`src/fsfa_pkg.sv`:
```
// ----------------------------------------------------------------------------
// fsfa_pkg - shared types and constants for the flow sensor frame accumulator
// Frame format constants, request kinds, controller states and the
// command/status bundles between controller and datapath.
// ----------------------------------------------------------------------------
`default_nettype none

package fsfa_pkg;

	// request kind carried in s_tuser
	localparam logic REQ_BYTE  = 1'b0;
	localparam logic REQ_BATCH = 1'b1;

	// frame layout
	localparam logic [7:0] FRAME_HEADER = 8'hFE;
	localparam logic [7:0] FRAME_FOOTER = 8'hAA;
	localparam logic [3:0] POS_IDLE     = 4'd0;
	localparam logic [3:0] POS_X_LO     = 4'd2;
	localparam logic [3:0] POS_X_HI     = 4'd3;
	localparam logic [3:0] POS_Y_LO     = 4'd4;
	localparam logic [3:0] POS_Y_HI     = 4'd5;
	localparam logic [3:0] POS_QUAL     = 4'd7;
	localparam logic [3:0] POS_LAST     = 4'd8;

	// quality clamp window and scaling
	localparam logic [15:0] QUAL_LOW  = 16'd64;
	localparam logic [15:0] QUAL_HIGH = 16'd78;
	localparam logic [3:0]  QUAL_SPAN = 4'd14;

	// (i * 255) / 14, truncated, for i = 0..14
	localparam logic [7:0] QUAL_SCALE_TABLE [15] = '{
		8'd0,   8'd18,  8'd36,  8'd54,  8'd72,  8'd91,  8'd109, 8'd127,
		8'd145, 8'd163, 8'd182, 8'd200, 8'd218, 8'd236, 8'd255
	};

	localparam int DIV_STEPS = 16;

	typedef enum logic [1:0] {
		ST_IDLE,
		ST_DIVIDE,
		ST_EMIT
	} state_t;

	typedef struct packed {
		logic take_byte;    // accepted serial byte
		logic batch_clear;  // empty batch: clear sums, no result
		logic start_div;    // load divider with quality sum / frame count
		logic div_step;     // one restoring division step
		logic load_out;     // move result to output register, clear sums
	} dp_cmd_t;

	typedef struct packed {
		logic count_zero;   // frame counter is zero
		logic div_last;     // current step is the final one
		logic out_free;     // output register can take a new result
	} dp_status_t;

endpackage

`default_nettype wire

```
`src/fsfa_ctrl.sv`:
```
// ----------------------------------------------------------------------------
// fsfa_ctrl - sequencer for the flow sensor frame accumulator
// Accepts bytes and batch requests while idle, runs the quality division
// and hands the finished result to the output register.
// ----------------------------------------------------------------------------
`default_nettype none

module fsfa_ctrl (
	input  wire                  clk,
	input  wire                  arst_n,
	input  wire                  in_valid,
	input  wire                  in_kind,
	output logic                 in_ready,
	input  fsfa_pkg::dp_status_t status,
	output fsfa_pkg::dp_cmd_t    cmd
);
	import fsfa_pkg::*;

	state_t state_q;
	state_t state_nxt;
	logic   accept;

	assign accept = in_valid && in_ready;

	always_ff @(posedge clk or negedge arst_n) begin
		if (!arst_n) begin
			state_q <= ST_IDLE;
		end else begin
			state_q <= state_nxt;
		end
	end

	always_comb begin
		state_nxt = state_q;
		case (state_q)
			ST_IDLE: begin
				if (accept && in_kind == REQ_BATCH && !status.count_zero) begin
					state_nxt = ST_DIVIDE;
				end
			end
			ST_DIVIDE: begin
				if (status.div_last) begin
					state_nxt = ST_EMIT;
				end
			end
			ST_EMIT: begin
				if (status.out_free) begin
					state_nxt = ST_IDLE;
				end
			end
			default: state_nxt = ST_IDLE;
		endcase
	end

	always_comb begin
		in_ready        = 1'b0;
		cmd             = '0;
		case (state_q)
			ST_IDLE: begin
				in_ready        = 1'b1;
				cmd.take_byte   = accept && in_kind == REQ_BYTE;
				cmd.batch_clear = accept && in_kind == REQ_BATCH && status.count_zero;
				cmd.start_div   = accept && in_kind == REQ_BATCH && !status.count_zero;
			end
			ST_DIVIDE: begin
				cmd.div_step = 1'b1;
			end
			ST_EMIT: begin
				cmd.load_out = status.out_free;
			end
			default: begin
				in_ready = 1'b0;
			end
		endcase
	end

	// a batch with frames must always leave idle for the division
	assert property (@(posedge clk) disable iff (!arst_n)
		cmd.start_div |=> state_q == ST_DIVIDE)
		else $error("division did not start after batch request");

	// no new item enters while a batch result is in progress
	assert property (@(posedge clk) disable iff (!arst_n)
		(state_q == ST_DIVIDE || state_q == ST_EMIT) |-> !in_ready)
		else $error("input ready during batch processing");

	// the result is released only from the emit state
	assert property (@(posedge clk) disable iff (!arst_n)
		cmd.load_out |=> state_q == ST_IDLE)
		else $error("load without return to idle");

endmodule

`default_nettype wire

```
`src/fsfa_dp.sv`:
```
// ----------------------------------------------------------------------------
// fsfa_dp - datapath for the flow sensor frame accumulator
// Frame byte tracking, motion/quality sums, serial quality divider,
// quality scaling and the output register.
// ----------------------------------------------------------------------------
`default_nettype none

module fsfa_dp (
	input  wire                  clk,
	input  wire                  arst_n,
	input  fsfa_pkg::dp_cmd_t    cmd,
	output fsfa_pkg::dp_status_t status,
	input  wire  [7:0]           rx_byte,
	input  wire                  out_ready,
	output logic                 out_valid,
	output logic [31:0]          x_motion_sum,
	output logic [31:0]          y_motion_sum,
	output logic [15:0]          frame_total,
	output logic [7:0]           quality_score
);
	import fsfa_pkg::*;

	localparam int STEP_W = $clog2(DIV_STEPS);

	// frame tracking
	logic [3:0]  pos_q;
	logic [7:0]  x_lo_q, x_hi_q, y_lo_q, y_hi_q, qual_q;

	// batch sums
	logic [31:0] x_acc_q, y_acc_q;
	logic [15:0] qsum_q, cnt_q;

	// divider
	logic [15:0]       rem_q, quo_q;
	logic [STEP_W-1:0] step_q;
	logic [16:0]       rem_shift;
	logic              rem_ge;
	logic [16:0]       rem_diff;

	// output register
	logic        out_valid_q;
	logic [31:0] x_out_q, y_out_q;
	logic [15:0] cnt_out_q;
	logic [7:0]  qual_out_q;

	logic        frame_done;
	logic [31:0] x_ext, y_ext;
	logic [3:0]  qual_idx;

	assign frame_done = cmd.take_byte && pos_q == POS_LAST && rx_byte == FRAME_FOOTER;
	assign x_ext      = {{16{x_hi_q[7]}}, x_hi_q, x_lo_q};
	assign y_ext      = {{16{y_hi_q[7]}}, y_hi_q, y_lo_q};

	always_ff @(posedge clk or negedge arst_n) begin
		if (!arst_n) begin
			pos_q <= POS_IDLE;
		end else if (cmd.take_byte) begin
			if (pos_q == POS_IDLE) begin
				if (rx_byte == FRAME_HEADER) begin
					pos_q <= 4'd1;
				end
			end else if (pos_q == POS_LAST) begin
				pos_q <= POS_IDLE;
			end else begin
				pos_q <= pos_q + 4'd1;
			end
		end
	end

	// payload bytes of the open frame, no reset needed
	always_ff @(posedge clk) begin
		if (cmd.take_byte) begin
			if (pos_q == POS_X_LO) x_lo_q <= rx_byte;
			if (pos_q == POS_X_HI) x_hi_q <= rx_byte;
			if (pos_q == POS_Y_LO) y_lo_q <= rx_byte;
			if (pos_q == POS_Y_HI) y_hi_q <= rx_byte;
			if (pos_q == POS_QUAL) qual_q <= rx_byte;
		end
	end

	always_ff @(posedge clk or negedge arst_n) begin
		if (!arst_n) begin
			x_acc_q <= '0;
			y_acc_q <= '0;
			qsum_q  <= '0;
			cnt_q   <= '0;
		end else if (cmd.batch_clear || cmd.load_out) begin
			x_acc_q <= '0;
			y_acc_q <= '0;
			qsum_q  <= '0;
			cnt_q   <= '0;
		end else if (frame_done) begin
			x_acc_q <= x_acc_q + x_ext;
			y_acc_q <= y_acc_q + y_ext;
			qsum_q  <= qsum_q + {8'd0, qual_q};
			cnt_q   <= cnt_q + 16'd1;
		end
	end

	// restoring divider, one quotient bit per cycle
	assign rem_shift = {rem_q, quo_q[15]};
	assign rem_diff  = rem_shift - {1'b0, cnt_q};
	assign rem_ge    = rem_shift >= {1'b0, cnt_q};

	always_ff @(posedge clk or negedge arst_n) begin
		if (!arst_n) begin
			step_q <= '0;
		end else if (cmd.start_div) begin
			step_q <= '0;
		end else if (cmd.div_step) begin
			step_q <= step_q + STEP_W'(1);
		end
	end

	always_ff @(posedge clk) begin
		if (cmd.start_div) begin
			rem_q <= '0;
			quo_q <= qsum_q;
		end else if (cmd.div_step) begin
			rem_q <= rem_ge ? rem_diff[15:0] : rem_shift[15:0];
			quo_q <= {quo_q[14:0], rem_ge};
		end
	end

	// clamp the average to the table range
	always_comb begin
		if (quo_q < QUAL_LOW) begin
			qual_idx = 4'd0;
		end else if (quo_q > QUAL_HIGH) begin
			qual_idx = QUAL_SPAN;
		end else begin
			qual_idx = quo_q[3:0] - QUAL_LOW[3:0];
		end
	end

	always_ff @(posedge clk or negedge arst_n) begin
		if (!arst_n) begin
			out_valid_q <= 1'b0;
		end else if (cmd.load_out) begin
			out_valid_q <= 1'b1;
		end else if (out_ready) begin
			out_valid_q <= 1'b0;
		end
	end

	always_ff @(posedge clk) begin
		if (cmd.load_out) begin
			x_out_q    <= x_acc_q;
			y_out_q    <= y_acc_q;
			cnt_out_q  <= cnt_q;
			qual_out_q <= QUAL_SCALE_TABLE[qual_idx];
		end
	end

	assign status.count_zero = cnt_q == 16'd0;
	assign status.div_last   = cmd.div_step && step_q == STEP_W'(DIV_STEPS - 1);
	assign status.out_free   = !out_valid_q || out_ready;

	assign out_valid     = out_valid_q;
	assign x_motion_sum  = x_out_q;
	assign y_motion_sum  = y_out_q;
	assign frame_total   = cnt_out_q;
	assign quality_score = qual_out_q;

	assert property (@(posedge clk) disable iff (!arst_n)
		cmd.load_out |=> out_valid_q && cnt_q == 16'd0)
		else $error("result load did not present output and clear sums");

	assert property (@(posedge clk) disable iff (!arst_n)
		cmd.start_div |-> cnt_q != 16'd0)
		else $error("division started with zero frame count");

	assert property (@(posedge clk) disable iff (!arst_n)
		pos_q <= POS_LAST)
		else $error("byte position beyond frame length");

endmodule

`default_nettype wire

```
`src/flow_sensor_frame_accumulator.sv`:
```
// ----------------------------------------------------------------------------
// flow_sensor_frame_accumulator - optical-flow serial frame accumulator
// Parses nine-byte frames (header 0xFE, footer 0xAA), sums x/y motion and
// quality over a batch and reports sums, frame count and quality score.
// ----------------------------------------------------------------------------
//
//  channel  dir  tdata                         tuser
//  -------  ---  ----------------------------  -------------------------
//  s_*      in   [7:0] rx_byte                 [0] req_type (1 = batch end)
//  m_*      out  [31:0] x_motion_sum           none
//                [63:32] y_motion_sum
//                [79:64] frame_total
//                [87:80] quality_score
//
// - Serial bytes stream back to back while no batch result is in progress.
// - A batch end with frames holds off input while the serial quality
//   divider runs and until the output register is loaded (which waits
//   while that register still holds an untaken result).
// - An empty batch clears the sums and gives no transaction.
// - Input is taken while a loaded result waits on m_tready, if no batch is in progress.
// - arst_n clears position, sums and output valid; frame bytes need no reset.
// ----------------------------------------------------------------------------
`default_nettype none

module flow_sensor_frame_accumulator (
	input  wire         clk,
	input  wire         arst_n,
	input  wire         s_tvalid,
	output logic        s_tready,
	input  wire  [7:0]  s_tdata,   // [7:0] rx_byte
	input  wire  [0:0]  s_tuser,   // [0] req_type
	output logic        m_tvalid,
	input  wire         m_tready,
	output logic [87:0] m_tdata    // x_motion_sum, y_motion_sum, frame_total,
	                               // quality_score, lowest first
);
	import fsfa_pkg::*;

	dp_cmd_t    cmd;
	dp_status_t status;

	logic [31:0] x_sum, y_sum;
	logic [15:0] total;
	logic [7:0]  quality;

	// sequencer: decides per cycle what the datapath does
	fsfa_ctrl u_ctrl (
		.clk      (clk),
		.arst_n   (arst_n),
		.in_valid (s_tvalid),
		.in_kind  (s_tuser[0]),
		.in_ready (s_tready),
		.status   (status),
		.cmd      (cmd)
	);

	// datapath: frame parse, sums, divider and output register
	fsfa_dp u_dp (
		.clk           (clk),
		.arst_n        (arst_n),
		.cmd           (cmd),
		.status        (status),
		.rx_byte       (s_tdata),
		.out_ready     (m_tready),
		.out_valid     (m_tvalid),
		.x_motion_sum  (x_sum),
		.y_motion_sum  (y_sum),
		.frame_total   (total),
		.quality_score (quality)
	);

	assign m_tdata = {quality, total, y_sum, x_sum};

endmodule

`default_nettype wire
```
`config.mk`:
```
export PLATFORM = sky130hd
export DESIGN_NAME = flow_sensor_frame_accumulator
export DESIGN_NICKNAME = d
export VERILOG_FILES = /design/src/fsfa_pkg.sv /design/src/fsfa_ctrl.sv /design/src/fsfa_dp.sv /design/src/flow_sensor_frame_accumulator.sv
export SDC_FILE = /design/constraint.sdc
export NUM_CORES = 1
export LEC_CHECK = 0
export ABC_AREA = 0
export BUFFER_PORTS_ARGS = -buffer_cell sky130_fd_sc_hd__buf_2
export CAP_MARGIN = 10
export CORE_ASPECT_RATIO = 0.8
export CORE_MARGIN = 2
export CORE_UTILIZATION = 60
export DETAILED_ROUTE_END_ITERATION = 8
export GPL_TIMING_DRIVEN = 0
export PLACE_DENSITY = 0.79
export SETUP_SLACK_MARGIN = 0.02
export SYNTH_ARGS = -nofsm -noshare
export SYNTH_HDL_FRONTEND = slang
export SYNTH_SLANG_ARGS = --single-unit
```
`constraint.sdc`:
```
create_clock -name clk -period 8.3 [get_ports clk]
set_input_delay 0.83 -clock clk [delete_from_list [all_inputs] [get_ports clk]]
set_output_delay 0.83 -clock clk [all_outputs]
set_load 0.02 [all_outputs]
```
== Word-level counts from Yosys, hierarchy flattened ==
Memory sizes are Yosys's and may differ from the RTL's. A register that Yosys moved wholly into a read port is not among the register bits.
Index checks and enable logic that the tools add are counted.
Widths: inputs -> output; s select.
Operators by class
  $mul: 0
  div/mod/pow operators: 0
  mux-type cells: 28
  bitwise logic cells: 2
  $lt $le $gt $ge: 3
  eq/ne operators: 15
  reduce and logical (&&, ||, !) cells: 25
  shift operators: 0
  add/sub/neg operators: 7
Operators with widths (count)
  $mux 32: 4
  $mux 16: 7
  $add 32x32->32: 2
  $mux 4: 7
  $ge 17x16->1: 1
  $add 16x1->16 const B: 1
  $add 16x8->16: 1
  $eq 8x8->1 const B: 2
  $gt 16x7->1 const B: 1
  $logic_not 16->1: 1
  $lt 16x7->1 const B: 1
  $sub 16x16->16: 1
  $eq 4x3->1 const B: 3
  $reduce_and 2->1: 6
  $add 4x1->4 const B: 2
  $eq 4x2->1 const B: 2
  $eq 4x4->1 const B: 2
  $logic_and 1x1->1: 8
  $mux 2: 3
  $pmux 2 s3: 1
  $reduce_bool 2->1: 3
  $mux 1: 5
  $not 4->5: 1
  $logic_not 4->1: 1
  10 further kinds: 14
Storage, ports and cells
  register bits after elaboration: 259
  latch bits: 0
  memory bits (read-only): 128
  memories: 1
  bits in writable memories: 0
Memories
  (name not given): words 16, bits a word 8, rd ports 1, clocked after memory_dff 1, wr ports 0, line fsfa_dp.sv:151  | qual_out_q <= QUAL_SCALE_TABLE[qual_idx];

== Depth between registers and ports, before layout ==
Gate-level depths: netlist of the first run.
  depth in word-level cells: 10
  gate-level depth with buffers: 14
  mapped depth without buffers: 13

== Hierarchy ==
From an unflattened synthesis of the first run, not the netlist that was laid out.
Unflattened totals
  cells, all modules: 1337
  area total of the unflattened synthesis: 14153.6 µm²
By module, submodules not included
  fsfa_dp: cells an instance 1324, area each 14014.7 µm², sequential area each 7241.9 µm², times used 1
  fsfa_ctrl: cells an instance 13, area each 138.9 µm², sequential area each 50.0 µm², times used 1

== Worst setup path before layout of the first run ==
OpenSTA, ideal clock, no wires.
  path type: input -> register
  start: input port m_tready
  end: register u_dp.cnt_q[12]
  path buffers: 1
  slack: 1.848 ns
  data required time: 8.168 ns
  arrival time: 6.320 ns
  cell stages on the path: 9
  path through: nand2b_1 -> nor2b_1 -> o21bai_1 -> nor2_1 -> clkbuf_1 -> nor3_1 -> nand3_1 -> xnor2_1 -> nor2_1
RTL lines
  start, declared: line flow_sensor_frame_accumulator.sv:33  | input wire m_tready,
  end signal, assigned: line fsfa_dp.sv:96  | cnt_q <= cnt_q + 16'd1;
  end, declared: line fsfa_dp.sv:31  | logic [15:0] qsum_q, cnt_q;

== Final worst setup path of the first run ==
  start: register u_dp.cnt_q[1]
  end: register u_dp.cnt_q[12]
On the way
  word-level cells in the longest chain between the ends: 5
  elaborated cells on any way between the ends: 8
  those cells by class: 1 x add/sub; 3 x mux; 4 x reduce/logical
RTL lines
  parallel branches: the longest is 5 deep, another holds $add 16x1->16
Several ways; the timed one is not identified. The select of a mux whose other input is x is not followed.
A chain may end at the register's enable or synchronous reset.

==> impl_metrics.json, run 1 <==
{
  "port_buffers": 102,
  "relSlewSlack_pct": 35.0,
  "hold_viol": 0,
  "irDropWorstVdd_mv": 0.157,
  "slew_viol_final": 0,
  "worst-setup-path-type": "reg2reg",
  "grt_pass1_wl_um": 52700,
  "critPathArrivalTime_ns": 4.07,
  "yosysUniqueCellTypes": 70,
  "drt-pass1-iter-count": 5,
  "gp_congestion": 0.959,
  "synth_area_um2": 14000,
  "syn-num-nets": 1403,
  "cts_tree": "built",
  "place_area_um2": 15000,
  "clk_pin_slew_ns": 0.07,
  "fmax_mhz": 274,
  "p_int_mw": 2.25,
  "worstPathRequired_ns": 8.71,
  "fin_crit_ns": 3.66,
  "avgSynthCellArea_um2": 10.9,
  "r2r_start": "u_dp.cnt_q[1]",
  "wirelength_um": 33100,
  "cts_resized": 0,
  "htreeDepth": 1,
  "synth_flop_cell": "edfxtp_1",
  "synth_enable_flop_cells": 143,
  "register_area_um2": 7290,
  "fin_util_pct": 68.9,
  "r2r_end": "u_dp.cnt_q[12]",
  "antenna_found_initial": 0,
  "hpwl_um": 23500,
  "power_frac_seq_pct": 49.4,
  "power_frac_clock_pct": 45.5,
  "drive_above_1_share_pct": 13.7,
  "coreArea_um2": 23200,
  "io_pins": 103,
  "setup_viol": 0,
  "die_w_um": 175,
  "num_rows": 50,
  "power_frac_comb_pct": 5.2,
  "start_util_pct": 60.5,
  "r2r_cells": 11,
  "clockBufferDepth": 3,
  "viasPerCell": 5.98,
  "netSwitchingPower_mw": 0.637,
  "p_per_area_nw_per_um2": 181,
  "p_leak_nw": 7.09,
  "synth_seq_area_share_pct": 51.9,
  "clock_sinks": 266,
  "grt_setup_unrepaired": "no",
  "max-cap-violations": 0,
  "hold_buffers": 0,
  "postCtsSetupBuffers": 0,
  "grtUsageTotal_pct": 26.8,
  "n_fill_cell": 1682,
  "cts_root_buffer": "clkbuf_16",
  "switching_share_pct": 22.0,
  "synth-async-reset-ratio_pct": 40.2,
  "fin_crit_sh_pct": 44.0,
  "first_iter_violations": 997,
  "drtAntennaViolNets": 0,
  "grt_max_degree": 57,
  "num_antenna_cells": 0,
  "netlist_instances": 1288,
  "vias": 10500,
  "syn_to_final_growth_pct": 14.0,
  "multi_input_comb_area_um2": 6380,
  "yosysWarnings": 0,
  "status": "finished clean",
  "wl_per_cell_um": 18.8,
  "nets": 1538,
  "synth_seq_cells": 266,
  "grt_pass1_vias": 10029,
  "dieArea_um2": 24600,
  "drc": 0,
  "regToRegSetupSlack_ns": 4.64,
  "skew_ns": 0.0121,
  "crit_path_end_kind": "flip-flop",
  "power_mw": 2.89,
  "die_h_um": 141,
  "numCtsBuffers": 28,
  "grt-ovfl-total": 0,
  "clkLatencyLatePin_ns": 0.54,
  "worstMarginPinSlew_ns": 0.975,
  "critPathMaxFanout": 10,
  "hold_class": "in2async",
  "start_kind": "flip-flop",
  "design_area_um2": 16000
}
## metrics by stage
stage	setup TNS (ns)	setup slack [ns]	std cells	hold WS, ns
3_5_place_dp	0	4.54	1705	0.467
3_3_place_gp	-30.28	-0.800	1702	0.457
6_report	0	4.64	1756	0.333
2_1_floorplan	0	1.85	1288	0.437
5_1_grt	0	4.42	1756	0.398
4_1_cts	0	4.76	1756	0.362
## kinds of logic (layout without fill, tap and decap cells)
kind of cell    count (synthesis)  count (layout)  synth area share (%)
simple gates                  352             352                  11.6
compound gates                352             352                  16.7
xor+xnor                       95              95                  5.93
flops                         266             266                  51.9
buf+inv                        99             255                  2.72
mux                            22              22                  1.73
fa+ha+maj                     102             102                  9.31
## flip-flops by register name, indices dropped and copies added (netlist names), 7 cells and up
register and count:
u_dp.y_lo_q 8, u_dp.cnt_q 16, u_dp.y_hi_q 8, u_dp.frame_total 16, u_dp.rem_q 16, u_dp.y_acc_q 32
u_dp.quo_q 16, u_dp.x_lo_q 8, u_dp.y_motion_sum 32, u_dp.x_acc_q 32, u_dp.qual_q 8, u_dp.quality_score 7
u_dp.qsum_q 16, u_dp.x_hi_q 8, u_dp.x_motion_sum 32
## cells in the mapped netlist, drive strengths merged (4+ instances only)
master | count | area [um^2]
a211oi | 6 | 50.1
a21boi | 5 | 37.5
a21o | 53 | 398
a21oi | 84 | 432
a22o | 8 | 70.1
a31oi | 11 | 98.8
a32oi | 6 | 52.6
and2 | 5 | 31.3
and3 | 10 | 62.6
buf | 10 | 47.5
clkbuf | 34 | 128
dfrtp | 107 | 2680
dfxtp | 16 | 320
edfxtp | 143 | 4290
fa | 4 | 80.1
ha | 98 | 1230
inv | 55 | 206
mux2 | 18 | 203
mux2i | 4 | 40.0
nand2 | 142 | 533
nand2b | 19 | 119
nand3 | 32 | 165
nand4 | 18 | 119
nor2 | 77 | 289
nor2b | 7 | 43.8
nor3 | 15 | 75.1
nor3b | 4 | 30.0
nor4 | 8 | 50.1
o21a | 5 | 38.8
o21ai | 83 | 415
o21bai | 15 | 113
o22ai | 39 | 244
o31ai | 12 | 119
or2 | 4 | 25.0
xnor2 | 69 | 604
xor2 | 26 | 228
## placed cells by master, fill, tap and decap left out, types with 5 or more instances in the layout
| cell | instances |
|---|---|
| a21o_1 | 53 |
| inv_1 | 55 |
| and2_1 | 5 |
| clkbuf_1 | 39 |
| o22ai_1 | 39 |
| nand2b_1 | 19 |
| nor3_1 | 15 |
| a211oi_1 | 5 |
| o21bai_1 | 15 |
| xnor2_1 | 69 |
| nand3_1 | 31 |
| a21oi_1 | 81 |
| nand2_1 | 142 |
| edfxtp_1 | 143 |
| nor4_1 | 8 |
| dfrtp_1 | 107 |
| nor2b_1 | 6 |
| a31oi_1 | 9 |
| o21ai_0 | 80 |
| a22o_1 | 8 |
| clkbuf_16 | 29 |
| nor2_1 | 77 |
| nand4_1 | 17 |
| and3_1 | 10 |
| ha_1 | 98 |
| dfxtp_1 | 16 |
| o31ai_1 | 8 |
| mux2_2 | 18 |
| xor2_1 | 26 |
| buf_2 | 106 |
| a32oi_1 | 6 |
| a21boi_0 | 5 |
## critical path, cell delays in order (launching register included)
cell and delay, ns:
dfrtp_1 0.46, inv_1 0.14, ha_1 0.18, and3_1 0.16
nand4_1 0.19, o21bai_1 0.79, nor2_1 0.13, clkbuf_1 0.46
nor3_1 0.56, nand3_1 0.19, xnor2_1 0.20, nor2_1 0.05
## worst max-delay path by stage
| stage | from | to | slack (ns) | cells after the start |
|---|---|---|---|---|
| 2_1_floorplan | m_tready | u_dp.cnt_q[12] | 1.85 | 9 |
| 6_report | u_dp.cnt_q[1] | u_dp.cnt_q[12] | 4.64 | 11 |
| 3_3_place_gp | m_tready | u_dp.cnt_q[12] | -0.80 | 10 |
| 5_1_grt | u_dp.cnt_q[1] | u_dp.cnt_q[12] | 4.42 | 11 |
| 3_5_place_dp | m_tready | u_dp.cnt_q[12] | 4.54 | 10 |
| 4_1_cts | u_dp.cnt_q[1] | u_dp.cnt_q[12] | 4.76 | 11 |
## routing by layer
| metal | global-route usage, % | up-vias | wire, um |
|---|---|---|---|
| li1 | - | 4989 | - |
| met1 | 39.4 | 5047 | 14900 |
| met2 | 42.0 | 396 | 14900 |
| met3 | 4.15 | 68 | 2530 |
| met4 | 7.02 | 0 | 773 |
| met5 | 0 | - | 0 |
## cell type report
class,count,area share [%]
sequential,266,45.6
multi-input combinational,923,39.9
clock buffer,38,5.00
timing repair buffer,105,3.63
tap,312,2.44
inverter,55,1.29
buffer,44,1.10
clock inverter,13,1.06
## power by group through the flow
stage | Sequential [mW] | Combinational, mW | Clock [mW]
finish | 1.43 | 0.150 | 1.31
global route | 1.43 | 0.167 | 1.38
CTS | 1.43 | 0.148 | 1.32
detailed placement | 1.45 | 0.146 | 0
global placement | 1.45 | 0.136 | 0
floorplan | 1.45 | 0.0958 | 0
Power figures use the tool's default switching activity.
==> run 2, diff against run 1 <==
--- a/config.mk
+++ b/config.mk
@@ -10,10 +10,10 @@
 export CAP_MARGIN = 10
 export CORE_ASPECT_RATIO = 0.8
 export CORE_MARGIN = 2
-export CORE_UTILIZATION = 60
+export CORE_UTILIZATION = 55
 export DETAILED_ROUTE_END_ITERATION = 8
 export GPL_TIMING_DRIVEN = 0
-export PLACE_DENSITY = 0.79
+export PLACE_DENSITY = 0.77
 export SETUP_SLACK_MARGIN = 0.02
 export SYNTH_ARGS = -nofsm -noshare
 export SYNTH_HDL_FRONTEND = slang
==> constraint.sdc (replaced) <==
create_clock -name clk -period 3.1 [get_ports clk]
set_input_delay 0.31 -clock clk [delete_from_list [all_inputs] [get_ports clk]]
set_output_delay 0.31 -clock clk [all_outputs]
set_load 0.02 [all_outputs]
==> impl_metrics.json, run 2 (synthesis results as in run 1) <==
{
  "status": "finished clean",
  "critPathArrivalTime_ns": 3.40,
  "worst-setup-path-type": "reg2reg",
  "switching_share_pct": 21.8,
  "io_pins": 103,
  "fin_crit_ns": 3.01,
  "fin_crit_sh_pct": 97.2,
  "drt-pass1-iter-count": 5,
  "place_area_um2": 15100,
  "clock_sinks": 266,
  "syn_to_final_growth_pct": 16.4,
  "clk_pin_slew_ns": 0.07,
  "layout_common_cells": "143 x edfxtp_1, 142 x nand2_1, 105 x buf_2, 103 x dfrtp_1, 92 x ha_1",
  "hold_class": "in2reg",
  "mostFrequentLayoutCell": "edfxtp_1",
  "critPathMaxFanout": 4,
  "slew_viol_final": 0,
  "power_frac_comb_pct": 5.2,
  "hpwl_um": 23500,
  "num_antenna_cells": 0,
  "drc": 0,
  "cts_tree": "built",
  "nets": 1558,
  "drtAntennaViolNets": 0,
  "p_per_area_nw_per_um2": 480,
  "viasPerCell": 6.00,
  "num_rows": 52,
  "start_kind": "flip-flop",
  "cp_slowest_cell": "dfrtp_2",
  "wl_per_cell_um": 18.9,
  "wirelength_um": 33800,
  "grt-ovfl-total": 0,
  "grt_pass1_vias": 9980,
  "max_stage_delay_ns": 0.46,
  "p_leak_nw": 7.22,
  "power_frac_clock_pct": 46.1,
  "power_frac_seq_pct": 48.6,
  "grtUsageTotal_pct": 24.6,
  "setup_viol": 0,
  "crit_top_cell": "o21ai_0",
  "irDropWorstVdd_mv": 0.459,
  "vias": 10720,
  "p_int_mw": 6.13,
  "worstMarginPinSlew_ns": 0.938,
  "netSwitchingPower_mw": 1.71,
  "grt_pass1_wl_um": 52600,
  "worstPathRequired_ns": 3.49,
  "register_area_um2": 7300,
  "cts_root_buffer": "clkbuf_16",
  "relSlewSlack_pct": 37.3,
  "port_buffers": 102,
  "multi_input_comb_area_um2": 6510,
  "skew_ns": 0.00991,
  "clkLatencyLatePin_ns": 0.54,
  "antenna_found_initial": 0,
  "max-cap-violations": 0,
  "crit_path_end_kind": "flip-flop",
  "setup_tns_ns": 0,
  "clockBufferDepth": 3,
  "coreArea_um2": 25200,
  "design_area_um2": 16300,
  "die_w_um": 183,
  "n_fill_cell": 1915,
  "fin_util_pct": 64.9,
  "dieArea_um2": 26800,
  "hold_viol": 0,
  "die_h_um": 147,
  "first_iter_violations": 879,
  "cp_top_family": "compound AO/OA/AOI/OAI gates",
  "numCtsBuffers": 27,
  "fmax_mhz": 332,
  "drive_above_1_share_pct": 17.0,
  "worst-path-buf-inv": 0,
  "gp_congestion": 0.927,
  "htreeDepth": 1,
  "grt_max_degree": 77,
  "crit_chain": "ha_1 > a21o_1 > a21oi_1 > o21bai_1 > a21o_1 > a221oi_4 > o21ai_0 > a31oi_1 > o21ai_0 > xnor2_1 > o21ai_0",
  "start_util_pct": 55.7
}
-- run 2: metrics by stage --
step | instances | power (mW) | hold slack (ns) | worst slack, ns
after detailed placement | 1717 | 4.27 | 0.211 | -0.231
final | 1787 | 7.84 | 0.0627 | 0.0863
after global placement | 1714 | 4.25 | 0.452 | -1.16
after floorplan | 1288 | 4.13 | 0.0144 | -0.00224
after CTS | 1773 | 7.87 | 0.0536 | 0.0305
after global routing | 1787 | 8.08 | 0.0839 | -0.00384
-- run 2: worst paths after layout --
kind                       slack, ns  cells past startpoint               end            start
max in group asynchronous       2.15                      3    u_dp.out_valid           arst_n
min in group asynchronous       0.22                      2  u_dp.x_acc_q[10]           arst_n
max                             0.09                     11  u_dp.y_acc_q[19]  u_dp.y_acc_q[1]
min reg2reg                     0.48                      2    u_dp.rem_q[15]   u_dp.rem_q[15]
max reg2reg                     0.09                     11  u_dp.y_acc_q[19]  u_dp.y_acc_q[1]
min                             0.06                      3    u_dp.out_valid         m_tready
-- run 2: worst reg2reg max path, delay by kind of cell (launching register included) --
kind / cells / cell delay [ns]
xor gates and xnor gates: 1 / 0.18
adders and majority gates: 1 / 0.33
AOI/OAI and AO/OA: 9 / 1.90
DFF: 1 / 0.46
-- run 2: timing repair --
| item | in CTS | in global routing |
|---|---|---|
| pin swaps | 2 | 14 |
| setup buffers | 6 | 14 |
| endpoints found under the setup margin | 28 | 38 |
| gates cloned | 0 | 0 |
| hold buffers | 1 | 0 |
| resized for setup | 7 | 26 |
| endpoints found under the hold margin | 31 | 0 |
-- run 2: power by group through the flow --
stage	Clock [mW]	Combinational, mW	Sequential, mW
floorplan	0	0.259	3.87
finish	3.62	0.409	3.82
global placement	0	0.367	3.88
CTS	3.66	0.399	3.81
detailed placement	0	0.386	3.89
global route	3.80	0.458	3.82
-- run 2: layout make-up --
cell class	count	share of cell area (%)
inverter	55	1.29
buffer	44	1.18
sequential	266	44.7
clock inverter	17	1.62
multi-input combinational	923	39.8
clock buffer	32	4.37
timing repair buffer	126	4.56
tap	324	2.48
-- run 2: metal layers --
layer | share of wire (%) | GRT usage (%) | vias to the layer above | routed length [um]
met3 | 7.1 | 4.07 | 72 | 2410
met5 | 0 | 0 | - | 0
met4 | 2.9 | 7.82 | 0 | 969
met1 | 47 | 37.4 | 5193 | 15800
li1 | - | - | 5031 | -
met2 | 43 | 36.0 | 424 | 14600
==> run 3, diff against run 2 <==
--- a/config.mk
+++ b/config.mk
@@ -10,10 +10,10 @@
 export CAP_MARGIN = 10
 export CORE_ASPECT_RATIO = 0.8
 export CORE_MARGIN = 2
-export CORE_UTILIZATION = 55
+export CORE_UTILIZATION = 60
 export DETAILED_ROUTE_END_ITERATION = 8
 export GPL_TIMING_DRIVEN = 0
-export PLACE_DENSITY = 0.77
+export PLACE_DENSITY = 0.79
 export SETUP_SLACK_MARGIN = 0.02
 export SYNTH_ARGS = -nofsm -noshare
 export SYNTH_HDL_FRONTEND = slang
==> constraint.sdc (replaced) <==
create_clock -name clk -period 3.6 [get_ports clk]
set_input_delay 0.36 -clock clk [delete_from_list [all_inputs] [get_ports clk]]
set_output_delay 0.36 -clock clk [all_outputs]
set_load 0.02 [all_outputs]
==> impl_metrics.json, run 3 (synthesis results as in run 1) <==
{
  "slew_viol_final": 0,
  "antenna_found_initial": 1,
  "hold_viol": 0,
  "nets": 1540,
  "die_w_um": 175,
  "grt_pass1_vias": 10066,
  "fin_crit_sh_pct": 94.3,
  "worstPathRequired_ns": 4.04,
  "clkLatencyLatePin_ns": 0.54,
  "grt_pass1_wl_um": 53100,
  "fmax_mhz": 295,
  "skew_ns": 0.0185,
  "clock_sinks": 266,
  "crit_top_cell": "o21ai_0",
  "max_stage_delay_ns": 0.48,
  "p_leak_nw": 7.09,
  "power_frac_comb_pct": 5.2,
  "vias": 10538,
  "grt_max_degree": 76,
  "cp_slowest_cell": "dfrtp_1",
  "p_int_mw": 5.11,
  "first_iter_violations": 931,
  "grt-ovfl-total": 0,
  "wl_per_cell_um": 18.9,
  "status": "finished clean",
  "gp_congestion": 0.945,
  "switching_share_pct": 22.3,
  "grtUsageTotal_pct": 27.1,
  "fin_crit_ns": 3.39,
  "worstMarginPinSlew_ns": 0.966,
  "die_h_um": 141,
  "power_frac_seq_pct": 50.0,
  "dieArea_um2": 24600,
  "viasPerCell": 5.99,
  "critPathMaxFanout": 7,
  "irDropWorstVdd_mv": 0.354,
  "clockBufferDepth": 3,
  "syn_to_final_growth_pct": 13.9,
  "power_frac_clock_pct": 44.7,
  "hold_class": "in2reg",
  "drtAntennaViolNets": 0,
  "cts_tree": "built",
  "start_util_pct": 60.5,
  "start_kind": "flip-flop",
  "worst-path-buf-inv": 0,
  "cts_root_buffer": "clkbuf_16",
  "setup_viol": 0,
  "grt_setup_unrepaired": "no",
  "setup_tns_ns": 0,
  "crit_chain": "ha_1 > fa_1 > nand2b_1 > a21boi_0 > o21ai_0 > a21oi_1 > o21ai_0 > a21boi_0 > a41oi_1 > o21ai_0 > mux2i_1 > nand2_1",
  "p_per_area_nw_per_um2": 411,
  "clk_pin_slew_ns": 0.07,
  "layout_common_cells": "143 x edfxtp_1, 142 x nand2_1, 107 x dfrtp_1, 106 x buf_2, 98 x ha_1",
  "drt-pass1-iter-count": 5,
  "cp_top_family": "compound AO/OA/AOI/OAI gates",
  "critPathArrivalTime_ns": 3.83,
  "wirelength_um": 33300,
  "worst_hold_slack_ns": 0.130,
  "port_buffers": 102,
  "num_rows": 50,
  "crit_path_end_kind": "flip-flop",
  "drive_above_1_share_pct": 14.1,
  "netSwitchingPower_mw": 1.46,
  "relSlewSlack_pct": 35.6,
  "htreeDepth": 1,
  "worst-setup-path-type": "reg2reg",
  "io_pins": 103,
  "mostFrequentLayoutCell": "edfxtp_1",
  "hpwl_um": 23600,
  "max-cap-violations": 0,
  "drc": 0,
  "coreArea_um2": 23200,
  "numCtsBuffers": 27
}
run 3: cell types whose count changed in the layout (fill, tap and decap cells not counted), sizes merged:
| cell | delta |
|---|---|
| buf | -18 |
| bufinv | -3 |
| clkbuf | +1 |
| clkinv | +1 |
| diode | +1 |
| inv | +1 |
run 3: final timing paths:
path,startpoint,endpoint,slack (ns),cells past startpoint
setup / recovery,u_dp.cnt_q[0],u_dp.rem_q[14],0.21,12
hold / removal,s_tdata[0],u_dp.x_lo_q[0],0.13,1
setup reg to reg,u_dp.cnt_q[0],u_dp.rem_q[14],0.21,12
hold reg to reg,u_dp.x_acc_q[30],u_dp.x_motion_sum[30],0.48,0
max in group asynchronous,arst_n,u_dp.qsum_q[6],2.59,3
min in group asynchronous,arst_n,u_dp.x_acc_q[19],0.27,2
run 3: what timing repair did:
item / CTS / global route
endpoints found under the setup margin: 2 / 19
endpoints found under the hold margin: 32 / 0
buffers inserted: 1 / 1
resized for setup: 0 / 1
hold buffers: 1 / 0
pin swaps: 0 / 0
run 3: cell type report:
class                   instances  area, um^2
repair buffers                108         609
clock buffers                  33         739
inverters                      55         206
plain buffers                  44         175
diodes                          1        2.50
multi-input cells             923        6390
clock inverters                16         188
well taps                     312         390
fillers                      1674        7220
flip-flops and latches        266        7290
run 3: power by group through the flow:
stage          registers [mW]  clock network, mW  logic [mW]
3_5_place_dp             3.35                  0       0.332
2_1_floorplan            3.33                  0       0.221
5_1_grt                  3.29               3.10       0.386
3_3_place_gp             3.34                  0       0.312
4_1_cts                  3.29               2.97       0.338
6_report                 3.29               2.94       0.342
run 3: stage by stage:
| step | power, mW | cells | utilization (%) | setup WS [ns] | cell area [um^2] |
|---|---|---|---|---|---|
| global route | 6.78 | 1758 | 68.9 | 0.0802 | 16000 |
| detailed placement | 3.68 | 1705 | 64.8 | 0.0244 | 15000 |
| global placement | 3.66 | 1702 | 64.4 | -1.06 | 14900 |
| CTS | 6.60 | 1756 | 68.8 | 0.0887 | 16000 |
| finish | 6.57 | 1758 | 68.9 | 0.206 | 16000 |
| floorplan | 3.56 | 1288 | - | 0.258 | 14000 |
run 3: metal layers:
layer | routed length [um] | GRT usage (%) | vias to the layer above
met5 | 0 | 0 | -
met3 | 2290 | 4.80 | 63
li1 | - | - | 4978
met1 | 15000 | 39.1 | 5114
met4 | 717 | 7.32 | 0
met2 | 15300 | 42.9 | 383
run 3: worst register-to-register path, stage by stage, from the launching register on:
cell and delay, ns:
dfrtp_1 0.48, ha_1 0.25, fa_1 0.41, nand2b_1 0.17, a21boi_0 0.25, o21ai_0 0.16
a21oi_1 0.17, o21ai_0 0.12, a21boi_0 0.42, a41oi_1 0.26, o21ai_0 0.30, mux2i_1 0.23
nand2_1 0.06
